$ cat config.mk
export PLATFORM = sky130hd
export DESIGN_NAME = sha3_ctrl
export DESIGN_NICKNAME = d
export VERILOG_FILES = /design/src/hw/rtl/sha3_pkg.sv /design/src/hw/rtl/sha3_ctrl.sv
export SDC_FILE = /design/constraint.sdc
export NUM_CORES = 1
export LEC_CHECK = 0
export ABC_AREA = 1
export BUFFER_PORTS_ARGS = -buffer_cell sky130_fd_sc_hd__buf_2
export CAP_MARGIN = 20
export CORE_AREA = 2 2 39 41
export DETAILED_ROUTE_END_ITERATION = 16
export DIE_AREA = 0 0 41 43
export GPL_ROUTABILITY_DRIVEN = 0
export GPL_TIMING_DRIVEN = 0
export HOLD_SLACK_MARGIN = 0.15
export PLACE_DENSITY = 0.68
export SLEW_MARGIN = 10
export SYNTH_ARGS = -nofsm -noshare
export SYNTH_HDL_FRONTEND = slang
export SYNTH_SLANG_ARGS = --single-unit
$ cat constraint.sdc
create_clock -name clk -period 2.6 [get_ports clk]
set_clock_uncertainty 0.05 [all_clocks]
set_input_delay 0.52 -clock clk [delete_from_list [all_inputs] [get_ports clk]]
set_output_delay 0.52 -clock clk [all_outputs]
set_load 0.005 [all_outputs]
$ cat src/hw/rtl/sha3_pkg.sv
// Shared types, constants and Keccak-f[1600] round functions for the SHA3-256 hash block.
// No dependencies; imported by sha3_ctrl, sha3_dp and sha3_256_hash.
`timescale 1ns / 1ps

package sha3_pkg;

  localparam int LANES          = 25;
  localparam int ROUND_COUNT    = 24;
  localparam int ROUND_W        = $clog2(ROUND_COUNT);
  localparam int DIGEST_BYTES   = 32;
  localparam int DIGEST_WORDS   = DIGEST_BYTES / 8;
  localparam int WORD_IDX_W     = $clog2(DIGEST_WORDS);
  localparam int RATE_BYTES_DEF = 136;
  localparam int POS_W          = 8;

  localparam logic [7:0] LFSR_POLY = 8'h71;
  localparam logic [7:0] LFSR_INIT = 8'h01;
  localparam logic [7:0] PAD_FIRST = 8'h06;
  localparam logic [7:0] PAD_LAST  = 8'h80;

  typedef logic [63:0] lane_t;
  typedef lane_t [LANES-1:0] sponge_t;

  // Commands from the controller to the datapath.
  typedef struct packed {
    logic absorb;
    logic pad;
    logic round;
    logic load;
  } sha3_cmd_t;

  // Status from the datapath to the controller.
  typedef struct packed {
    logic pos_end;
    logic out_busy;
  } sha3_sts_t;

  // Round constant and the LFSR value that the next round starts from.
  typedef struct packed {
    lane_t      rc;
    logic [7:0] lfsr;
  } rc_step_t;

  // Rotation offsets of the rho step, indexed by x + 5*y.
  localparam int RHO [LANES] = '{
     0,  1, 62, 28, 27,
    36, 44,  6, 55, 20,
     3, 10, 43, 25, 39,
    41, 45, 15, 21,  8,
    18,  2, 61, 56, 14
  };

  // Rotate a lane left by a constant amount; a shift by 64 yields zero.
  function automatic lane_t rotl64(lane_t v, int n);
    return (v << n) | (v >> (64 - n));
  endfunction

  // Seven LFSR steps give the iota constant of one round.
  function automatic rc_step_t lfsr_round(logic [7:0] l);
    rc_step_t   o;
    logic [7:0] v;
    v    = l;
    o.rc = '0;
    for (int j = 0; j < 7; j++) begin
      v = {v[6:0], 1'b0} ^ (v[7] ? LFSR_POLY : 8'h00);
      if (v[1]) begin
        o.rc[(1 << j) - 1] = 1'b1;
      end
    end
    o.lfsr = v;
    return o;
  endfunction

  // One full round: theta, rho, pi, chi and iota.
  function automatic sponge_t keccak_round(sponge_t s, lane_t rc);
    lane_t   c [5];
    lane_t   d [5];
    sponge_t a;
    sponge_t b;
    sponge_t r;
    for (int x = 0; x < 5; x++) begin
      c[x] = s[x] ^ s[x+5] ^ s[x+10] ^ s[x+15] ^ s[x+20];
    end
    for (int x = 0; x < 5; x++) begin
      d[x] = c[(x+4)%5] ^ rotl64(c[(x+1)%5], 1);
    end
    for (int x = 0; x < 5; x++) begin
      for (int y = 0; y < 5; y++) begin
        a[x+5*y] = s[x+5*y] ^ d[x];
      end
    end
    for (int x = 0; x < 5; x++) begin
      for (int y = 0; y < 5; y++) begin
        b[y+5*((2*x+3*y)%5)] = rotl64(a[x+5*y], RHO[x+5*y]);
      end
    end
    for (int x = 0; x < 5; x++) begin
      for (int y = 0; y < 5; y++) begin
        r[x+5*y] = b[x+5*y] ^ (~b[(x+1)%5+5*y] & b[(x+2)%5+5*y]);
      end
    end
    r[0] = r[0] ^ rc;
    return r;
  endfunction

endpackage

$ cat src/hw/rtl/sha3_ctrl.sv
// Controller of the SHA3-256 hash block: sequences absorb, padding, rounds and digest unload.
// Depends on sha3_pkg for the command and status types.
`timescale 1ns / 1ps

module sha3_ctrl
  import sha3_pkg::*;
(
  input  logic      clk,
  input  logic      rst_n,
  input  logic      in_valid,
  input  logic      in_byte_valid,
  input  logic      in_last,
  output logic      in_stall,
  input  sha3_sts_t sts,
  output sha3_cmd_t cmd
);

  typedef enum logic [1:0] {
    ST_IDLE,
    ST_PAD,
    ST_ROUND,
    ST_UNLOAD
  } ctrl_state_t;

  ctrl_state_t          state_r, state_nxt;
  logic [ROUND_W-1:0]   round_r, round_nxt;
  logic                 final_r, final_nxt;
  logic                 pend_last_r, pend_last_nxt;
  logic                 accept;

  // Words are taken only while no padding, permutation or unload is in progress.
  assign in_stall = (state_r != ST_IDLE);
  assign accept   = in_valid && !in_stall;

  // Commands decoded from the current state, the input handshake and the datapath status.
  assign cmd.absorb = accept && in_byte_valid;
  assign cmd.pad    = (state_r == ST_PAD);
  assign cmd.round  = (state_r == ST_ROUND);
  assign cmd.load   = (state_r == ST_UNLOAD) && !sts.out_busy;

  // Next-state logic.
  always_comb begin
    state_nxt     = state_r;
    round_nxt     = round_r;
    final_nxt     = final_r;
    pend_last_nxt = pend_last_r;
    case (state_r)
      ST_IDLE: begin
        if (accept) begin
          if (in_byte_valid && sts.pos_end) begin
            // The byte fills the block: permute, then pad if the message ends here.
            state_nxt     = ST_ROUND;
            final_nxt     = 1'b0;
            pend_last_nxt = in_last;
          end else if (in_last) begin
            state_nxt = ST_PAD;
          end
        end
      end
      ST_PAD: begin
        state_nxt     = ST_ROUND;
        final_nxt     = 1'b1;
        pend_last_nxt = 1'b0;
      end
      ST_ROUND: begin
        round_nxt = round_r + 1'b1;
        if (round_r == ROUND_W'(ROUND_COUNT - 1)) begin
          round_nxt = '0;
          if (final_r) begin
            state_nxt = ST_UNLOAD;
          end else if (pend_last_r) begin
            state_nxt = ST_PAD;
          end else begin
            state_nxt = ST_IDLE;
          end
        end
      end
      ST_UNLOAD: begin
        if (!sts.out_busy) begin
          state_nxt = ST_IDLE;
        end
      end
      default: begin
        state_nxt = ST_IDLE;
      end
    endcase
  end

  // State and control registers.
  always_ff @(posedge clk) begin
    if (!rst_n) begin
      state_r     <= ST_IDLE;
      round_r     <= '0;
      final_r     <= 1'b0;
      pend_last_r <= 1'b0;
    end else begin
      state_r     <= state_nxt;
      round_r     <= round_nxt;
      final_r     <= final_nxt;
      pend_last_r <= pend_last_nxt;
    end
  end

endmodule

Word level (Yosys, flattened, before mapping):

Index checks and enable logic that the tools add are counted.
W data, S select, Z words.

* register bits after elaboration: 9
* input port bits: 7
* output and inout port bits: 5
* word-level logic and storage cells: 40

* add/sub/neg operators: 1
* equality and inequality tests: 9
* multiplexer cells: 15
* reduce and logical (&&, ||, !) cells: 11

Operators by type and width (count)
* $mux W2: 6
* $pmux W2 S4: 1
* $ne A2 B2 Y1 const B: 3
* $add A5 B1 Y5 const B: 1
* $eq A5 B5 Y1 const B: 1
* $mux W1: 5
* $mux W5: 1
* $eq A2 B2 Y1 const B: 2
* $logic_and A1 B1 Y1: 4
* $pmux W1 S2: 2
* $reduce_and A4 Y1: 1
* $reduce_bool A2 Y1: 2
* $ne A3 B3 Y1 const B: 1
* $reduce_and A3 Y1: 1
* $eq A2 B1 Y1 const B: 1
* $logic_not A1 Y1: 2
* $logic_not A2 Y1: 1
* $ne A2 B1 Y1 const B: 1

Logic depth before layout (Yosys ltp):

Gate-level depths: netlist (run 1).

* word-level depth: 5
* mapped depth: 8
* mapped depth without buffers: 8

Least setup slack after synthesis (run 1):

No wires, ideal clock.

* kind: input-to-output
* start: input port sts[0] (netlist bit)
* end: output port cmd[0] (netlist bit)
* data arrival time: 0.724 ns
* data required time: 2.030 ns
* path slack: 1.306 ns
* stages on the path: 1
* buffers on the path: 0
* cells stage by stage: nor3_1

* word-level cells in the longest chain between the ends: 2

RTL lines
* start, declared: line sha3_ctrl.sv:14 `input sha3_sts_t sts,`
* $logic_not A1 Y1
* $logic_and A1 B1 Y1: line sha3_ctrl.sv:39 `assign cmd.load = (state_r == ST_UNLOAD) && !sts.out_busy;`
* end, declared: line sha3_ctrl.sv:15 `output sha3_cmd_t cmd`

Every way passes these cells.

==> impl_metrics.json, run 1 <==
{
  "nNetsFinal": 101,
  "maxClockFrequency_ghz": 0.587,
  "average_cell_area_after_synthesis_um2": 6.52,
  "layout_common_cells": "nor2_1 (14), nand2_1 (14), buf_2 (11)",
  "leakagePower_nw": 0.293,
  "fillerInstances": 144,
  "fraction_of_final_layout_cells_with_drive_strength_greater_than_1_pct": 28.3,
  "cts-root-buf": "clkbuf_4",
  "worstPathArrival_ns": 1.13,
  "critPathKind": "reg -> out",
  "path_max_fanout": 7,
  "worst_ep_required_time_ns": 2.03,
  "register_area_um2": 180,
  "ffs_latches_synth": 9,
  "cts_buffer_depth": 2,
  "starting_density_of_the_core_pct": 36.3,
  "synth_area_um2": 502,
  "multi_input_area_um2": 268,
  "power_per_cell_area_nw_per_um2": 839,
  "ys_warn_count": 0,
  "ys_seq_area_share_pct": 35.9,
  "cts-htree-levels": 1,
  "path_class_of_the_lowest_slack_min_delay_path": "reg -> reg",
  "io_pins": 12,
  "grt_start_max_net_pins": 8,
  "worstMarginPinSlew_ns": 0.266,
  "floorplan.die.height_um": 43,
  "fp-row-count": 14,
  "setup_slack_ns": 0.897,
  "final_hold_viol_count": 0,
  "cts_tree": "yes",
  "first_global_vias": 427,
  "area.growth.synth_to_final_pct": 20.2,
  "place.detailed.instances": 104,
  "maxSlewViolCount": 0,
  "slew_headroom_pct": 82.3,
  "num_antenna_cells": 0,
  "drt_first_pass_iters": 4,
  "routed_wl_um": 969,
  "final_core_utilization_pct": 43.6,
  "global_route.overflow_total": 0,
  "register_clock_pin_slew_on_the_reported_worst_setup_and_hold_paths_ns": 0.06,
  "timing.setup.tns_ns": 0,
  "initialDrtViolationCount": 6,
  "hold_buffers": 0,
  "fp.dieArea_um2": 1760,
  "instances_no_fill": 108,
  "postSynthNetCount": 85,
  "vias_per_cell": 4.58,
  "final_antenna_net_count": 0,
  "min_period_ns": 1.70,
  "place_worst_setup_slack_ns": 1.10,
  "critical_path.endpoint_type": "primary output",
  "number_of_antenna_violations_at_the_first_check_in_global_routing": 0,
  "tritoncts_num_sinks": 9,
  "clk-insertion-delay-late_ns": 0.26,
  "status": "finished, final reports clean",
  "max_cap_viol_count": 0,
  "critical_path.startpoint_type": "register",
  "floorplan.die.width_um": 41,
  "track_usage_pct": 14.2,
  "core_area_um2": 1380,
  "syn-instance-count": 77,
  "routed_wire_length_per_instance_um": 8.97,
  "cts.repair.resized": 0,
  "r2r_slack_ns": 1.39,
  "synth_cell_types": 17,
  "detailroute.via_count": 495,
  "postCtsSetupBuffers": 0,
  "cts-buffers-inserted": 3,
  "grt_setup_unrepaired": "false",
  "port_buffers": 11,
  "final.period_utilization_pct": 65.5,
  "ir_drop_mv": 0.348,
  "finalSetupViolations": 0,
  "grt_first_pass_wirelength_mm": 1.62,
  "dp_hpwl_um": 752,
  "drt_drc_violations_left": 0
}
## sequential cells by signal, indices dropped and copies added, names as in the netlist
| signal | count |
|---|---|
| final_r | 1 |
| pend_last_r | 1 |
| round_r | 5 |
| state_r | 2 |
## critical path, stage by stage, from the launching register on
cell and delay, ns:
dfxtp_1 0.47, inv_2 0.08, nor3_1 0.18, buf_2 0.14
## area by class of cell
cell class              instances  share of cell area (%)
flip-flops and latches          9                    29.9
multi-input cells              55                    44.4
repair buffers                 11                    9.13
well taps                      16                    3.32
clock buffers                   4                    4.36
plain buffers                   1                    1.24
inverters                      12                    7.68
## kinds of logic (layout without fill, tap and decap cells)
kind of cell	count (synthesis)	after routing	synth area share, %
simple gates	42	42	38.2
flops	9	9	35.9
buf+inv	13	28	10.7
compound gates	12	12	12.7
fa+ha+maj	1	1	2.49
## report_power, final
group          switching [W]  internal [W]  total (W)  leakage [nW]
Clock              0.0000474     0.0000591   0.000106        0.0150
Combinational       0.000124     0.0000806   0.000205         0.204
Sequential         0.0000281      0.000167   0.000195        0.0735
Total               0.000200      0.000306   0.000506         0.293
## final timing paths
check,startpoint,endpoint,depth (start not counted)
hold / removal,pend_last_r$_SDFFE_PN0P_,pend_last_r$_SDFFE_PN0P_,2
setup reg to reg,round_r[0]$_SDFFE_PN0P_,state_r[1]$_SDFFE_PN0P_,8
setup / recovery,state_r[1]$_SDFFE_PN0P_,cmd[0],3
hold reg to reg,pend_last_r$_SDFFE_PN0P_,pend_last_r$_SDFFE_PN0P_,2
## layer usage
| metal | global-route usage (%) | part of all wire, % | vias to the layer above |
|---|---|---|---|
| li1 | - | - | 273 |
| met1 | 16.5 | 48 | 204 |
| met2 | 19.7 | 42 | 14 |
| met3 | 3.14 | 6.2 | 4 |
| met4 | 14.0 | 3.5 | 0 |
| met5 | 0 | 0 | - |
## Yosys cell counts (all sizes together)
| library cell | instances | area [um^2] |
|---|---|---|
| nand2 | 18 | 77.6 |
| nor2 | 15 | 63.8 |
| inv | 11 | 41.3 |
| dfxtp | 9 | 180 |
| a21oi | 6 | 33.8 |
| nand3 | 6 | 35.0 |
| o21ai | 6 | 30.0 |
| nor3 | 3 | 15.0 |
| buf | 1 | 7.51 |
| clkinv | 1 | 5.00 |
| ha | 1 | 12.5 |
## per-stage QoR
| stage | area [um^2] | hold WS, ns | power, W |
|---|---|---|---|
| final | 603 | 0.398 | 0.000506 |
| after global placement | 577 | 0.391 | 0.000402 |
| after detailed placement | 577 | 0.390 | 0.000405 |
| after floorplan | 502 | 0.374 | 0.000350 |
| after global routing | 603 | 0.432 | 0.000562 |
| after CTS | 603 | 0.400 | 0.000514 |
Power figures use the tool's default switching activity.
==> run 2, diff against run 1 <==
--- a/config.mk
+++ b/config.mk
@@ -5,7 +5,7 @@
 export SDC_FILE = /design/constraint.sdc
 export NUM_CORES = 1
 export LEC_CHECK = 0
-export ABC_AREA = 1
+export ABC_AREA = 0
 export BUFFER_PORTS_ARGS = -buffer_cell sky130_fd_sc_hd__buf_2
 export CAP_MARGIN = 20
 export CORE_AREA = 2 2 39 41
@@ -14,7 +14,7 @@
 export GPL_ROUTABILITY_DRIVEN = 0
 export GPL_TIMING_DRIVEN = 0
 export HOLD_SLACK_MARGIN = 0.15
-export PLACE_DENSITY = 0.68
+export PLACE_DENSITY = 0.72
 export SLEW_MARGIN = 10
 export SYNTH_ARGS = -nofsm -noshare
 export SYNTH_HDL_FRONTEND = slang
==> constraint.sdc (replaced) <==
create_clock -name clk -period 1.55 [get_ports clk]
set_clock_uncertainty 0.05 [all_clocks]
set_input_delay 0.31 -clock clk [delete_from_list [all_inputs] [get_ports clk]]
set_output_delay 0.31 -clock clk [all_outputs]
set_load 0.005 [all_outputs]
==> run 2 against run 1 <==
Non-clock buffer count up 3. Wire length rose by 2.0%. Critical path depth rose by 1. Final cell count decreased by 14%. Core utilization is 3.6 points higher. First-iteration DRC count up 130%. Setup slack worse by 0.81 ns. Synthesized area rose by 5.5%. Highest routed layer unchanged.
==> impl_metrics.json, run 2 <==
{
  "ys_seq_area_share_pct": 34.0,
  "detailroute.via_count": 479,
  "ir_drop_mv": 0.362,
  "mostFrequentLayoutCell": "buf_2",
  "average_cell_area_after_synthesis_um2": 8.68,
  "io_pins": 12,
  "layout_common_cells": "buf_2 (11), dfxtp_1 (8), nand2_1 (7)",
  "track_usage_pct": 12.6,
  "timing.setup.tns_ns": 0,
  "min_period_ns": 1.47,
  "clk-insertion-delay-late_ns": 0.25,
  "cts-htree-levels": 1,
  "power.net_switching_w": 0.000200,
  "fraction_of_final_layout_cells_with_drive_strength_greater_than_1_pct": 31.2,
  "path_max_fanout": 10,
  "port_buffers": 11,
  "final.period_utilization_pct": 94.6,
  "nNetsFinal": 86,
  "place_worst_setup_slack_ns": 0.114,
  "grt_start_max_net_pins": 11,
  "cts_buffer_depth": 2,
  "num_antenna_cells": 0,
  "synth_area_um2": 529,
  "initialDrtViolationCount": 14,
  "starting_density_of_the_core_pct": 38.2,
  "p_clk_share_pct": 26.2,
  "drt_drc_violations_left": 0,
  "synthMostInstantiatedCell": "dfxtp_1",
  "fillerInstances": 150,
  "hold_buffers": 0,
  "p_int_w": 0.000471,
  "finalSetupViolations": 0,
  "critPathKind": "reg -> out",
  "worstMarginPinSlew_ns": 0.257,
  "leakagePower_nw": 0.293,
  "power_per_cell_area_nw_per_um2": 1030,
  "global_route.overflow_total": 0,
  "maxSlewViolCount": 0,
  "status": "finished, final reports clean",
  "ffs_latches_synth": 9,
  "dp_hpwl_um": 747,
  "top_regs": "round_r (5), state_r (2)",
  "slew_headroom_pct": 82.8,
  "final_hold_viol_count": 0,
  "postSynthNetCount": 69,
  "worstPathArrival_ns": 1.11,
  "floorplan.die.height_um": 43,
  "floorplan.die.width_um": 41,
  "yosysTopAreaCell": "dfxtp_1",
  "synth_cell_types": 32,
  "cts-root-buf": "clkbuf_4",
  "grt_first_pass_wirelength_mm": 1.49,
  "vias_per_cell": 5.15,
  "maxClockFrequency_ghz": 0.682,
  "synth_commonest_cells": "dfxtp_1 (9), nand2_1 (7), a21oi_1 (4), nand3_1 (4), nor2_1 (4)",
  "synthFlopType": "dfxtp_1",
  "max_cap_viol_count": 0,
  "fin_hold_ws_ns": 0.262,
  "final_antenna_net_count": 0,
  "register_area_um2": 181,
  "critical_path.startpoint_type": "register",
  "cts_tree": "yes",
  "path_class_of_the_lowest_slack_min_delay_path": "in -> reg",
  "fp-row-count": 14,
  "tritoncts_num_sinks": 9,
  "drt_first_pass_iters": 4,
  "largest_register_ff_count": 5,
  "fp.dieArea_um2": 1760,
  "number_of_antenna_violations_at_the_first_check_in_global_routing": 0,
  "core_area_um2": 1380,
  "critical_path.endpoint_type": "primary output",
  "cts-buffers-inserted": 3,
  "power.switching_fraction_pct": 29.8,
  "seqPwrFrac_pct": 40.0,
  "area.growth.synth_to_final_pct": 23.4,
  "ys_warn_count": 0,
  "routed_wl_um": 988,
  "first_global_vias": 382,
  "multi_input_area_um2": 322,
  "syn-instance-count": 61,
  "worst_ep_required_time_ns": 1.19,
  "pwr-share-comb_pct": 33.8,
  "register_clock_pin_slew_on_the_reported_worst_setup_and_hold_paths_ns": 0.06,
  "grt_setup_unrepaired": "false",
  "setup_slack_ns": 0.0830,
  "synth_top_cell_area_share_pct": 34.0,
  "async_flop_share_pct": 0,
  "max_flop_register": "round_r",
  "routed_wire_length_per_instance_um": 10.6,
  "synth.area.top_cells": "dfxtp_1 (34%), a2111oi_4 (5.2%), nand2_1 (5.0%)",
  "synth_enable_flop_cells": 0
}
==> run 2: power groups by stage <==
stage	clock (W)	combinational, W	sequential, W
5_1_grt	0.000199	0.000254	0.000272
6_report	0.000176	0.000227	0.000268
3_3_place_gp	0	0.000204	0.000271
3_5_place_dp	0	0.000205	0.000272
2_1_floorplan	0	0.000153	0.000269
4_1_cts	0.000189	0.000216	0.000269
==> run 2: worst max-delay path, stage by stage, from the launching register on <==
cell     delay [ns]
dfxtp_1        0.32
buf_6          0.14
nor2b_1        0.18
buf_4          0.12
buf_2          0.09
==> run 2: cells by family after synthesis <==
group / Yosys count / share of synthesized area [%]
buf+inv: 6 / 6.62
fa+ha+maj: 1 / 2.36
xor+xnor: 1 / 1.66
flops: 9 / 34.0
simple gates: 29 / 31.9
compound gates: 14 / 21.5
mux: 1 / 1.89
==> run 2: final cells by class <==
class	instances	share of cell area, %
Buffer	3	4.60
Multi-Input combinational cell	46	49.2
Inverter	3	1.72
Tap cell	16	3.07
Sequential cell	9	27.8
Clock buffer	4	4.02
Timing Repair Buffer	12	9.58
==> run 2: final timing paths <==
| path | depth (start not counted) | slack, ns | start | to |
|---|---|---|---|---|
| worst max-delay path | 4 | 0.08 | state_r[0]$_SDFFE_PN0P_ | cmd[2] |
| worst min-delay path | 3 | 0.26 | in_last | pend_last_r$_SDFFE_PN0P_ |
| worst max register to register | 4 | 0.13 | round_r[0]$_SDFFE_PN0P_ | state_r[1]$_SDFFE_PN0P_ |
| worst min register to register | 2 | 0.43 | round_r[1]$_SDFFE_PN0P_ | round_r[1]$_SDFFE_PN0P_ |
==> run 2: stage by stage <==
stage          cell area (um^2)  util, %  total power [W]  cells
2_1_floorplan               529        -         0.000422     61
3_3_place_gp                604     43.7         0.000475     88
3_5_place_dp                604     43.7         0.000477     88
4_1_cts                     643     46.5         0.000674     92
5_1_grt                     653     47.2         0.000725     93
6_report                    653     47.2         0.000671     93
==> run 2: layer usage <==
layer	wire length [um]	track usage, %	part of all wire (%)	up-vias
li1	-	-	-	252
met1	466	16.6	47	212
met2	454	17.5	46	13
met3	63	3.14	6.4	2
met4	4	8.00	0.40	0
met5	0	0	0	-
==> run 2: repair_timing <==
action / 4_1_cts / 5_1_grt
endpoints found under the hold margin: 0 / 0
setup endpoints to repair: 2 / 2
cloned: 0 / 0
resized for setup: 4 / 1
setup buffers: 0 / 1
pin swaps: 0 / 1
==> run 3, diff against run 2 <==
--- a/config.mk
+++ b/config.mk
@@ -7,7 +7,7 @@
 export LEC_CHECK = 0
 export ABC_AREA = 0
 export BUFFER_PORTS_ARGS = -buffer_cell sky130_fd_sc_hd__buf_2
-export CAP_MARGIN = 20
+export CAP_MARGIN = 15
 export CORE_AREA = 2 2 39 41
 export DETAILED_ROUTE_END_ITERATION = 16
 export DIE_AREA = 0 0 41 43
@@ -15,6 +15,7 @@
 export GPL_TIMING_DRIVEN = 0
 export HOLD_SLACK_MARGIN = 0.15
 export PLACE_DENSITY = 0.72
+export SETUP_SLACK_MARGIN = 0.15
 export SLEW_MARGIN = 10
 export SYNTH_ARGS = -nofsm -noshare
 export SYNTH_HDL_FRONTEND = slang
==> run 3 against run 2 <==
Clock power about the same. Clock-buffer cell count unchanged. Final cell count increased by 7.5%. Non-clock buffer count increased by 7. First-iteration DRC count decreased by 21%. Die area unchanged. Register-to-register slack improved by 0.06 ns. Largest cell class unchanged. Largest power group is now combinational logic. Highest routed layer unchanged.
==> impl_metrics.json, run 3 (same netlist as run 2, synthesis figures left out) <==
{
  "mostFrequentLayoutCell": "buf_2",
  "cpPeakStageDelay_ns": 0.31,
  "clk-insertion-delay-late_ns": 0.25,
  "worst_hold_path_endpoint": "pend_last_r$_SDFFE_PN0P_",
  "core_area_um2": 1380,
  "critical_path.endpoint_type": "primary output",
  "place.detailed.instances": 88,
  "timing.setup.tns_ns": 0,
  "finalSetupViolations": 0,
  "p_int_w": 0.000543,
  "fp-row-count": 14,
  "reg2reg_to": "state_r[1]$_SDFFE_PN0P_",
  "critical_path.cell_chain": "buf_6 > nor2_4 > and3_4 > buf_6",
  "drt_drc_violations_left": 0,
  "cts_buffer_depth": 2,
  "vias_per_cell": 5.07,
  "max_cap_viol_count": 0,
  "number_of_antenna_violations_at_the_first_check_in_global_routing": 0,
  "worstPathArrival_ns": 1.07,
  "largest_register_ff_count": 5,
  "fraction_of_final_layout_cells_with_drive_strength_greater_than_1_pct": 44.0,
  "floorplan.die.width_um": 41,
  "p_clk_share_pct": 22.9,
  "dp_hpwl_um": 747,
  "tritoncts_num_sinks": 9,
  "final.period_utilization_pct": 92.2,
  "starting_density_of_the_core_pct": 38.2,
  "detailroute.via_count": 507,
  "initialDrtViolationCount": 11,
  "max_flop_register": "round_r",
  "power_per_cell_area_nw_per_um2": 1000,
  "cts-buffers-inserted": 3,
  "cts-root-buf": "clkbuf_4",
  "grt_start_max_net_pins": 8,
  "worstMarginPinSlew_ns": 0.278,
  "num_antenna_cells": 0,
  "cts_tree": "yes",
  "grt_first_pass_wirelength_mm": 1.78,
  "io_pins": 12,
  "critPathKind": "reg -> out",
  "fp.dieArea_um2": 1760,
  "layout_common_cells": "buf_2 (8), buf_6 (7), nand2_1 (7), buf_4 (7), dfxtp_1 (6)",
  "maxSlewViolCount": 0,
  "first_global_vias": 438,
  "rr_startpoint": "round_r[1]$_SDFFE_PN0P_",
  "min_period_ns": 1.43,
  "port_buffers": 11,
  "top_regs": "round_r (5), state_r (2)",
  "routed_wl_mm": 1.12,
  "power.net_switching_w": 0.000226,
  "ff2ff_path_depth": 4,
  "status": "finished, final reports clean",
  "power.switching_fraction_pct": 29.4,
  "cpMostUsedCell": "buf_6",
  "slew_headroom_pct": 81.5,
  "global_route.overflow_total": 0,
  "ir_drop_mv": 0.382,
  "track_usage_pct": 15.1,
  "pwr-share-comb_pct": 42.0,
  "floorplan.die.height_um": 43,
  "path_class_of_the_lowest_slack_min_delay_path": "in -> reg",
  "final_antenna_net_count": 0,
  "leakagePower_nw": 0.335,
  "instances_no_fill": 100,
  "timing.hold.worst_path_depth": 3,
  "final_hold_viol_count": 0,
  "r2r_slack_ns": 0.19,
  "critical_path_top_delay_cell": "dfxtp_2",
  "seqPwrFrac_pct": 35.1,
  "register_clock_pin_slew_on_the_reported_worst_setup_and_hold_paths_ns": 0.06,
  "drt_first_pass_iters": 3,
  "cts-htree-levels": 1,
  "critical_path.startpoint": "state_r[0]$_SDFFE_PN0P_",
  "nNetsFinal": 93,
  "critical_path.startpoint_type": "register",
  "maxClockFrequency_ghz": 0.700,
  "timing.hold.worst.start": "in_last",
  "area.growth.synth_to_final_pct": 44.7,
  "path_max_fanout": 7,
  "grt_setup_unrepaired": "true",
  "worst_ep_required_time_ns": 1.19,
  "routed_wire_length_per_instance_um": 11.2
}
[run 3: cell types whose count changed in the layout (fill, tap and decap cells not counted), sizes merged]
cell	change
buf	+7
[run 3: how the worst max path moves through the flow]
stage	depth (start not counted)	slack, ns	to
2_1_floorplan	4	0.22	state_r[1]$_SDFFE_PN0P_
4_1_cts	4	0.13	cmd[3]
3_5_place_dp	4	0.11	state_r[1]$_SDFFE_PN0P_
6_report	4	0.12	cmd[3]
5_1_grt	4	0.07	cmd[3]
3_3_place_gp	4	0.13	state_r[1]$_SDFFE_PN0P_
[run 3: metrics by stage]
stage	worst slack (ns)	hold slack, ns	instance area, um^2	power, W	util [%]
floorplan	0.221	0.377	529	0.000422	-
CTS	0.126	0.254	713	0.000742	51.5
finish	0.121	0.262	766	0.000769	55.3
global placement	0.127	0.413	604	0.000475	43.7
global route	0.0712	0.267	766	0.000825	55.3
detailed placement	0.114	0.426	604	0.000477	43.7
[run 3: power by group through the flow]
stage | logic [W] | registers, W | clock network (W)
5_1_grt | 0.000352 | 0.000273 | 0.000199
6_report | 0.000323 | 0.000270 | 0.000176
3_5_place_dp | 0.000205 | 0.000272 | 0
3_3_place_gp | 0.000204 | 0.000271 | 0
2_1_floorplan | 0.000153 | 0.000269 | 0
4_1_cts | 0.000285 | 0.000268 | 0.000189
[run 3: cell type report]
class                      instances  area (um^2)
buffer                             3         33.8
clock buffer                       4         26.3
fill                             139          618
inverter                           3         13.8
multi-input combinational         46          350
sequential                         9          184
tap                               16         20.0
timing repair buffer              19          138
[run 3: routing by layer]
layer / GRT usage, % / vias up / part of all wire (%) / wire length, um
li1: - / 264 / - / -
met1: 18.2 / 230 / 43 / 481
met2: 23.8 / 11 / 52 / 580
met3: 3.14 / 2 / 5.2 / 59
met4: 8.00 / 0 / 0.36 / 4
met5: 0 / - / 0 / 0
[run 3: what timing repair did]
item                       4_1_cts  5_1_grt
gates resized for setup         12        7
hold buffers                     0        0
buffers inserted                 6        2
pin swaps                        2        2
setup endpoints to repair        6        5
[run 3: worst max-delay path: cells and delay by family, from the launching register on]
family	cells	cell delay (ns)
buffers and inverters	2	0.21
flip-flops	1	0.31
AND/OR/NAND/NOR	2	0.29
